**config.mk**
```make
export PLATFORM = sky130hd
export DESIGN_NAME = due_timer_event_table
export DESIGN_NICKNAME = d
export VERILOG_FILES = /design/src/dtet_pkg.sv /design/src/due_timer_event_table.sv
export SDC_FILE = /design/constraint.sdc
export NUM_CORES = 2
export LEC_CHECK = 0
export BUFFER_PORTS_ARGS = -buffer_cell sky130_fd_sc_hd__buf_2
export CORE_MARGIN = 2
export CORE_UTILIZATION = 35
export CTS_BUF_LIST = sky130_fd_sc_hd__clkbuf_8
export CTS_CLUSTER_DIAMETER = 80
export DETAILED_ROUTE_END_ITERATION = 8
export HOLD_SLACK_MARGIN = 0.03
export MAX_ROUTING_LAYER = met4
export PLACE_DENSITY_LB_ADDON = 0.2
export SETUP_SLACK_MARGIN = 0.02
export SKIP_CTS_REPAIR_TIMING = 1
export SYNTH_ARGS = -nofsm -noshare
export SYNTH_HDL_FRONTEND = slang
export SYNTH_SLANG_ARGS = --single-unit
```
**constraint.sdc**
```tcl
create_clock -name clk -period 13.15 [get_ports clk]
set_input_delay 1.315 -clock clk [delete_from_list [all_inputs] [get_ports clk]]
set_output_delay 1.315 -clock clk [all_outputs]
set_load 0.02 [all_outputs]
```
**src/dtet_pkg.sv**
```systemverilog
package dtet_pkg;

  // Table geometry
  localparam int TABLE_DEPTH = 64;
  localparam int IDX_W       = $clog2(TABLE_DEPTH);
  localparam int CNT_W       = $clog2(TABLE_DEPTH + 1);
  localparam int COUNT_OUT_W = 7;

  // Operation codes
  localparam logic [1:0] OP_ADD    = 2'd0;
  localparam logic [1:0] OP_REMOVE = 2'd1;
  localparam logic [1:0] OP_TAKE   = 2'd2;

  typedef struct packed {
    logic [1:0]         op;
    logic [15:0]        owner_handle;
    logic signed [31:0] due_time;
    logic signed [31:0] current_time;
  } in_item_t;

  typedef struct packed {
    logic                   found;
    logic [15:0]            found_handle;
    logic signed [31:0]     found_time;
    logic                   dirty;
    logic                   overflow;
    logic [COUNT_OUT_W-1:0] entry_count;
  } out_item_t;

  // One stored table entry
  typedef struct packed {
    logic [15:0]        handle;
    logic signed [31:0] due;
  } entry_t;

endpackage

```
**src/due_timer_event_table.sv**
```systemverilog
// Sequence: add and unused codes go straight to the result register; remove and take
//   first scan the N held entries through the one memory read port, then compact the
//   entries after a hit, then load the result register.
// Throughput: one item at a time; a new item is taken only when the block is idle.
// Reset: synchronous, active low; clears entry count, dirty flag and control state.
//   Table memory is not cleared; only entries below the count are ever read.
module due_timer_event_table (
  input  logic                clk,
  input  logic                rst_n,
  input  logic                in_valid,
  output logic                in_stall,
  input  dtet_pkg::in_item_t  in_data,
  output logic                out_valid,
  input  logic                out_stall,
  output dtet_pkg::out_item_t out_data
);
  import dtet_pkg::*;

  typedef enum logic [3:0] {
    ST_IDLE  = 4'b0001,
    ST_SCAN  = 4'b0010,
    ST_SHIFT = 4'b0100,
    ST_RESP  = 4'b1000
  } state_t;

  // Entry storage
  entry_t entry_mem [TABLE_DEPTH];
  entry_t rd_data_r;

  state_t             state_r, state_nxt;
  logic [CNT_W-1:0]   count_r, count_nxt;
  logic               dirty_r, dirty_nxt;
  logic               out_valid_r, out_valid_nxt;
  logic               pend_r, pend_nxt;
  logic [IDX_W-1:0]   pend_idx_r, pend_idx_nxt;
  logic [CNT_W-1:0]   issue_r, issue_nxt;
  logic [1:0]         op_r, op_nxt;
  logic [15:0]        handle_r, handle_nxt;
  logic signed [31:0] now_r, now_nxt;
  logic               hit_r, hit_nxt;
  logic [IDX_W-1:0]   pick_r, pick_nxt;
  logic [15:0]        pick_handle_r, pick_handle_nxt;
  logic signed [31:0] best_r, best_nxt;
  logic               found_r, found_nxt;
  logic               ovf_r, ovf_nxt;
  out_item_t          out_r, out_nxt;

  logic               in_acc;
  logic               rd_en;
  logic [IDX_W-1:0]   rd_addr;
  logic               wr_en;
  logic [IDX_W-1:0]   wr_addr;
  entry_t             wr_data;
  logic               sweep_done;

  assign in_stall  = (state_r != ST_IDLE);
  assign in_acc    = in_valid && !in_stall;
  assign out_valid = out_valid_r;
  assign out_data  = out_r;

  // Scan or shift sweep finished: all reads issued and last one consumed
  assign sweep_done = !pend_r && (issue_r == count_r);

  // Memory: one write port, one registered read port
  always_ff @(posedge clk) begin
    if (wr_en) begin
      entry_mem[wr_addr] <= wr_data;
    end
    if (rd_en) begin
      rd_data_r <= entry_mem[rd_addr];
    end
  end

  // Next-state logic
  always_comb begin
    state_nxt       = state_r;
    count_nxt       = count_r;
    dirty_nxt       = dirty_r;
    out_valid_nxt   = out_valid_r;
    pend_nxt        = 1'b0;
    pend_idx_nxt    = pend_idx_r;
    issue_nxt       = issue_r;
    op_nxt          = op_r;
    handle_nxt      = handle_r;
    now_nxt         = now_r;
    hit_nxt         = hit_r;
    pick_nxt        = pick_r;
    pick_handle_nxt = pick_handle_r;
    best_nxt        = best_r;
    found_nxt       = found_r;
    ovf_nxt         = ovf_r;
    out_nxt         = out_r;
    rd_en           = 1'b0;
    rd_addr         = issue_r[IDX_W-1:0];
    wr_en           = 1'b0;
    wr_addr         = count_r[IDX_W-1:0];
    wr_data         = rd_data_r;

    // Result taken downstream
    if (out_valid_r && !out_stall) begin
      out_valid_nxt = 1'b0;
    end

    unique case (state_r)
      ST_IDLE: begin
        if (in_acc) begin
          op_nxt     = in_data.op;
          handle_nxt = in_data.owner_handle;
          now_nxt    = in_data.current_time;
          found_nxt  = 1'b0;
          ovf_nxt    = 1'b0;
          hit_nxt    = 1'b0;
          issue_nxt  = '0;
          best_nxt   = in_data.current_time;
          unique case (in_data.op) inside
            OP_ADD: begin
              if (count_r == CNT_W'(TABLE_DEPTH)) begin
                ovf_nxt = 1'b1;
              end else begin
                wr_en          = 1'b1;
                wr_addr        = count_r[IDX_W-1:0];
                wr_data.handle = in_data.owner_handle;
                wr_data.due    = in_data.due_time;
                count_nxt      = count_r + CNT_W'(1);
                if (in_data.due_time <= in_data.current_time) begin
                  dirty_nxt = 1'b1;
                end
              end
              state_nxt = ST_RESP;
            end
            OP_REMOVE, OP_TAKE: state_nxt = ST_SCAN;
            default:            state_nxt = ST_RESP;
          endcase
        end
      end

      ST_SCAN: begin
        // issue next read
        if (issue_r < count_r) begin
          rd_en        = 1'b1;
          issue_nxt    = issue_r + CNT_W'(1);
          pend_nxt     = 1'b1;
          pend_idx_nxt = issue_r[IDX_W-1:0];
        end
        // evaluate returned entry
        if (pend_r) begin
          if (op_r == OP_REMOVE) begin
            // keep the newest match
            if (rd_data_r.handle == handle_r) begin
              hit_nxt  = 1'b1;
              pick_nxt = pend_idx_r;
            end
          end else if ((rd_data_r.due <= now_r) && (!hit_r || (rd_data_r.due < best_r))) begin
            // earliest due, oldest wins ties
            hit_nxt         = 1'b1;
            pick_nxt        = pend_idx_r;
            best_nxt        = rd_data_r.due;
            pick_handle_nxt = rd_data_r.handle;
          end
        end
        if (sweep_done) begin
          if (hit_r) begin
            found_nxt = 1'b1;
            issue_nxt = CNT_W'(pick_r) + CNT_W'(1);
            state_nxt = ST_SHIFT;
          end else begin
            if (op_r == OP_TAKE) begin
              dirty_nxt = 1'b0;
            end
            state_nxt = ST_RESP;
          end
        end
      end

      ST_SHIFT: begin
        // move each later entry down by one place
        if (issue_r < count_r) begin
          rd_en        = 1'b1;
          issue_nxt    = issue_r + CNT_W'(1);
          pend_nxt     = 1'b1;
          pend_idx_nxt = issue_r[IDX_W-1:0];
        end
        if (pend_r) begin
          wr_en   = 1'b1;
          wr_addr = pend_idx_r - IDX_W'(1);
          wr_data = rd_data_r;
        end
        if (sweep_done) begin
          count_nxt = count_r - CNT_W'(1);
          state_nxt = ST_RESP;
        end
      end

      ST_RESP: begin
        if (!out_valid_r || !out_stall) begin
          out_nxt.found        = found_r;
          out_nxt.found_handle = (found_r && op_r == OP_TAKE) ? pick_handle_r : 16'd0;
          out_nxt.found_time   = (found_r && op_r == OP_TAKE) ? best_r : 32'sd0;
          out_nxt.dirty        = dirty_r;
          out_nxt.overflow     = ovf_r;
          out_nxt.entry_count  = COUNT_OUT_W'(count_r);
          out_valid_nxt        = 1'b1;
          state_nxt            = ST_IDLE;
        end
      end

      default: state_nxt = ST_IDLE;
    endcase
  end

  // Control registers
  always_ff @(posedge clk) begin
    if (!rst_n) begin
      state_r     <= ST_IDLE;
      count_r     <= '0;
      dirty_r     <= 1'b0;
      out_valid_r <= 1'b0;
      pend_r      <= 1'b0;
    end else begin
      state_r     <= state_nxt;
      count_r     <= count_nxt;
      dirty_r     <= dirty_nxt;
      out_valid_r <= out_valid_nxt;
      pend_r      <= pend_nxt;
    end
  end

  // Datapath registers
  always_ff @(posedge clk) begin
    pend_idx_r    <= pend_idx_nxt;
    issue_r       <= issue_nxt;
    op_r          <= op_nxt;
    handle_r      <= handle_nxt;
    now_r         <= now_nxt;
    hit_r         <= hit_nxt;
    pick_r        <= pick_nxt;
    pick_handle_r <= pick_handle_nxt;
    best_r        <= best_nxt;
    found_r       <= found_nxt;
    ovf_r         <= ovf_nxt;
    out_r         <= out_nxt;
  end

  // Held count never exceeds the table depth
  a_count_bound: assert property (@(posedge clk) disable iff (!rst_n)
    count_r <= CNT_W'(TABLE_DEPTH))
    else $error("entry count above table depth");

  // Compaction never reads and writes the same entry in one cycle
  a_shift_no_overlap: assert property (@(posedge clk) disable iff (!rst_n)
    (rd_en && wr_en) |-> (rd_addr != wr_addr))
    else $error("read and write collide on one entry");

  // Count holds steady during a scan
  a_scan_count_stable: assert property (@(posedge clk) disable iff (!rst_n)
    (state_r == ST_SCAN) |=> $stable(count_r))
    else $error("entry count changed during scan");

endmodule

```
# Word level (Yosys, flattened, before mapping)
# Memories as Yosys holds them, arrays and structs flattened. A register that Yosys moved wholly into a read port is not among the register bits.
# Cells that the tools add are included.
# totals
regBits,192
mem_bits_rw,3072
in_bits,86
output_inout_bits,60
word_cells,153
memories,1
# mem_list
name,depth,word_bits,read_ports,rd_clocked_by_memory_dff,write_ports,line_no,rtl
entry_mem,64,48,1,1,1,due_timer_event_table.sv:27,entry_t entry_mem [TABLE_DEPTH];
# op_classes
add_sub_neg,5
magnitude_cmp,4
eq_ne,28
n_mux,61
n_bitwise,1
n_reduce_logical,31
# op_table
cell,n
$mux 48,4
$mux 32,4
$le 32x32->1,2
$pmux 32 s2,1
$mux 7,8
$lt 32x32->1,1
$mux 6,5
$mux 1,26
$ne 2x2->1 const B,13
$mux 4,6
$pmux 7 s3,1
$eq 16x16->1,1
$pmux 4 s4,1
$reduce_and 4->1,4
$reduce_and 5->1,3
$add 7x1->7 const B,2
$pmux 7 s2,1
$pmux 1 s2,4
$reduce_and 2->1,4
$reduce_and 8->1,1
$add 6x1->7 const B,1
$eq 7x7->1,1
$eq 7x7->1 const B,1
$lt 7x7->1,1
19 further kinds,34

# Depth between registers and ports, before layout
# depth
depth_word,7
depth_mapped,13
mapped_depth_nobuf,11

# Worst setup path after synthesis
# OpenSTA, ideal clock, no wires.
# synth_timing
path_kind,input to register
start,in in_valid
end,mem entry_mem[0][0] (netlist name) (data pin)
setup_ns,0.702
t_arrival_ns,6.113
t_required_ns,12.448
slack_ns,6.335
cell_stages,5
n_path_buf,1
cell_sequence,inv_1 -> nor2_2 -> nand3b_1 -> clkbuf_1 -> o21ai_0
# synth_rtl
element,line_no,rtl
start: declaration,due_timer_event_table.sv:10,"input logic in_valid,"
end: declaration,due_timer_event_table.sv:27,

# Worst setup path after layout
# layout_timing
start,reg state_r[3]
end,"mem entry_mem[12][13] (netlist name), enable pin"
# layout_between
elab_chain_cells,7
word_cells_on_any_way,10
cone_classes,eq/ne (3); mux (5); reduce/logical (2)
# layout_lines
element,line_no,rtl
start: declaration,due_timer_event_table.sv:30,"state_t state_r, state_nxt;"
start signal: assignment,due_timer_event_table.sv:220,state_r <= state_nxt;
$ne 4x1->1,due_timer_event_table.sv:56,assign in_stall = (state_r != ST_IDLE);
$logic_not 1->1,due_timer_event_table.sv:57,assign in_acc = in_valid && !in_stall;
$logic_and 1x1->1,due_timer_event_table.sv:57,
$mux 1,due_timer_event_table.sv:106,if (in_acc) begin
$pmux 1 s2,due_timer_event_table.sv:104,unique case (state_r)
$mux 1,due_timer_event_table.sv:66,if (wr_en) begin
$mux 1 (not written as such),due_timer_event_table.sv:67,entry_mem[wr_addr] <= wr_data;
# Parallel ways exist; a longest one is shown, timed or not.

==> run_results.csv <==
group,metric,value,unit
logic_synthesis,async_reset_ff_share,0,%
clock_tree,numCtsBuffers,559,
logic_synthesis,ys_ff_latch,3312,
sta,worstMarginPinSlew,1390,ps
clock_tree,path_clk_slew,60,ps
sta,finalMaxSlewViolations,0,
detailed_routing,drc,0,
logic_synthesis,synth_top_area_share,77.2,%
clock_tree,cts.sinks,3312,
logic_synthesis,synth_edf_count,3298,
global_routing,grt_first_pass_wirelength,509000,um
flow_run,maxCapViolCount,0,
detailed_routing,wl_per_cell,32.7,um
worst_setup_path,critical_path_required,13860,ps
cells_and_area,seq_area,0.0993,sq mm
worst_hold_path,hold_path.class,"in -> reg",
sta,finalCritPeriodShare,45.9,%
cells_and_area,final_nets,6215,
place,place.detailed.hpwl,209000,um
clock_tree,clk_latency,1150,ps
floorplan,die-height,610,um
detailed_routing,routed_wl,368000,um
global_routing,grtUsageTotal,20.2,%
status,outcome,"finished, final reports clean",
place,port_buffers,145,
clock_tree,clock_tree.root_cell,"clkbuf_8",
sta,totalNegativeSetupSlack,0,ps
logic_synthesis,ys_warn_count,0,
power,leakage,45.8,nW
global_routing,grt_max_degree,96,
global_routing,antenna_found_initial,32,
cells_and_area,fill_cells,32100,
sta,hold_slack,354,ps
worst_setup_path,worstSetupPathType,"reg -> reg",
sta,rsz0062_at_grt,"no",
sta,slew_headroom,7.61,%
floorplan,io_pins,146,
worst_setup_path,reg2reg_slack,7120,ps
sta,clock_skew,68.5,ps
global_routing,gr-total-overflow,0,
logic_synthesis,synth-main-ff-cell,"edfxtp_1",
detailed_routing,vias,61100,
cells_and_area,drive_above_1_share,33.2,%
logic_synthesis,avgSynthCellArea,23.9,sq um
logic_synthesis,synthesis.nets,5572,
worst_setup_path,crit_path_end_kind,"register",
logic_synthesis,syn_inst,5374,
logic_synthesis,synthDistinctLibCells,56,
sta,post-route-min-period,6030,ps
worst_setup_path,worstPathCellList,"or4b_1 > nor2_4 > buf_4 > nand3b_1 > o21ai_0 > nand2_1 > nor2_4 > buf_4",
worst_setup_path,slowest_stage,"nor2_4",
cells_and_area,area_growth,13.9,%
detailed_routing,ant_nets,0,
power,irDropWorstVdd,112,uV
sta,fin_ws,7120,ps
clock_tree,htree_num_levels,6,
power,p_per_area,174,mW/mm^2
sta,finalSetupViolCount,0,
floorplan,coreArea,0.365,sq mm
worst_setup_path,cp-start-kind,"register",
logic_synthesis,seq_area_frac_synth,77.4,%
sta,hold_viol,0,
logic_synthesis,synth_area_leader_cell,"edfxtp_1",
cells_and_area,multi_input_area,0.0281,sq mm
logic_synthesis,netlist_area,0.128,sq mm
sta,fmax,0.166,GHz
place,place_congestion,0.822,
worst_setup_path,arrival,6740,ps
logic_synthesis,synth_area_leaders,"edfxtp_1, mux4_2, ha_1, clkbuf_1, mux2_2",
worst_setup_path,worstPathMaxFanout,54,
place,pre_cts_ws,6820,ps
clock_tree,cts_tree,"done",
floorplan,die_w,610,um
global_routing,grt_pass1_vias,62900,
clock_tree,max-clock-path-buffers,4,
floorplan,die-area,0.372,sq mm
floorplan,floorplan.initialDensity,35.1,%
detailed_routing,first_pass_iters,5,
floorplan,num_rows,222,
detailed_routing,initialDrtViolationCount,7364,
detailed_routing,avgViaCountPerCell,5.42,
worst_setup_path,cpPeakStageDelay,900,ps
worst max-delay path: cells and delay by family, from the launching register on:
family,cells,cell delay [ps]
buf+inv,2,1500
compound gates,1,670
flops,1,330
simple gates,5,2900
sequential cells by signal (all words and copies together), names as in the netlist:
register / flops
entry_mem: 3072
out_data: 58
rd_data_r: 48
best_r: 32
now_r: 32
handle_r: 16
pick_handle_r: 16
count_r: 7
issue_r: 7
pend_idx_r: 6
pick_r: 6
state_r: 4
op_r: 2
dirty_r: 1
found_r: 1
hit_r: 1
out_valid: 1
ovf_r: 1
pend_r: 1
area by class of cell:
| class | instances | share of cell area [%] |
|---|---|---|
| Sequential cell | 3312 | 67.9 |
| Multi-Input combinational cell | 1691 | 19.2 |
| Clock buffer | 560 | 5.27 |
| Tap cell | 4816 | 4.12 |
| Clock inverter | 422 | 1.61 |
| Timing Repair Buffer | 334 | 1.53 |
| Inverter | 119 | 0.306 |
| Antenna cell | 6 | 0.0103 |
kinds of logic (layout without fill, tap and decap cells):
| group | after synthesis | count (layout) | share of synthesized area [%] |
|---|---|---|---|
| AOI/OAI and AO/OA | 171 | 171 | 0.814 |
| other | 0 | 6 | 0 |
| xor gates and xnor gates | 33 | 33 | 0.225 |
| muxes | 1058 | 1058 | 18.1 |
| DFF | 3312 | 3312 | 77.4 |
| and+or+nand+nor | 317 | 317 | 1.18 |
| buffers and inverters | 371 | 1435 | 1.17 |
| adders and majority gates | 112 | 112 | 1.10 |
cell usage in the layout (no fill, tap or decap), drive strengths merged, types with 3 or more instances in the layout:
cell and instances:
edfxtp 3298, mux4 1008, clkbuf 560, inv 343
buf 334, clkinv 180, ha 111, nor2 90
nand2 83, o21ai 58, mux2 47, a21oi 41
nor3 41, xor2 24, and2 24, nand4 20
a21o 19, nor2b 15, dfxtp 14, nand3 12
o21a 12, clkinvlp 10, xnor2 9, nand2b 8
bufinv 8, nor4 7, diode 6, o22ai 6
o31ai 6, and3 5, a211oi 4, nand3b 3
mux2i 3, a2111oi 3, a31oi 3, o221ai 3
or4b 3, a21boi 3
path summary, 6_finish.rpt:
kind                           start                          end  depth (start not counted)
min reg2reg      ovf_r$_SDFFCE_PN0P_        out_data[7]$_DFFE_PP_                          0
max reg2reg  state_r[3]$_SDFFE_PN0P_  entry_mem[12][13]$_DFFE_PP_                          8
min                      in_data[21]          now_r[21]$_DFFE_PP_                          1
max          state_r[3]$_SDFFE_PN0P_  entry_mem[12][13]$_DFFE_PP_                          8
Yosys cell counts (all sizes together) (2+ instances only):
cell type / number
xnor2: 9
mux2i: 3
a2111oi: 3
or4: 2
a211oi: 4
o22ai: 6
nor2b: 15
nand3: 12
nand3b: 3
or4b: 3
and3: 5
nand2: 83
and2: 24
nand2b: 8
nor4: 7
clkbuf: 146
o21ai: 58
a21oi: 41
mux4: 1008
edfxtp: 3298
o21a: 12
xor2: 24
nand4: 20
o31ai: 6
ha: 111
mux2: 47
buf: 106
o221ai: 3
a41oi: 2
o31a: 2
dfxtp: 14
o32ai: 2
a21boi: 3
nor2: 90
a21o: 19
a31oi: 3
inv: 119
nor3: 41
through the flow:
stage	util [%]	power [mW]	std cells	cell area [sq um]
2_1_floorplan	-	15.5	5374	128000
3_3_place_gp	37.3	17.3	10300	136000
3_5_place_dp	37.3	17.3	10300	136000
4_1_cts	40.0	25.8	11300	146000
5_1_grt	40.0	26.4	11300	146000
6_report	40.0	25.5	11300	146000
layer usage:
layer,vias up,wire (um),global-route usage [%]
li1,24400,-,-
met1,33700,158000,27.9
met2,2419,177000,31.6
met3,472,25800,3.24
met4,0,7540,4.64
met5,-,0,-
power breakdown:
| group | internal (mW) | total [mW] | switching (mW) |
|---|---|---|---|
| Clock | 4.19 | 8.48 | 4.29 |
| Combinational | 2.31 | 5.15 | 2.84 |
| Sequential | 11.8 | 11.9 | 0.0416 |
| Total | 18.3 | 25.5 | 7.17 |
Note: power is estimated with default switching activity, not from simulation.
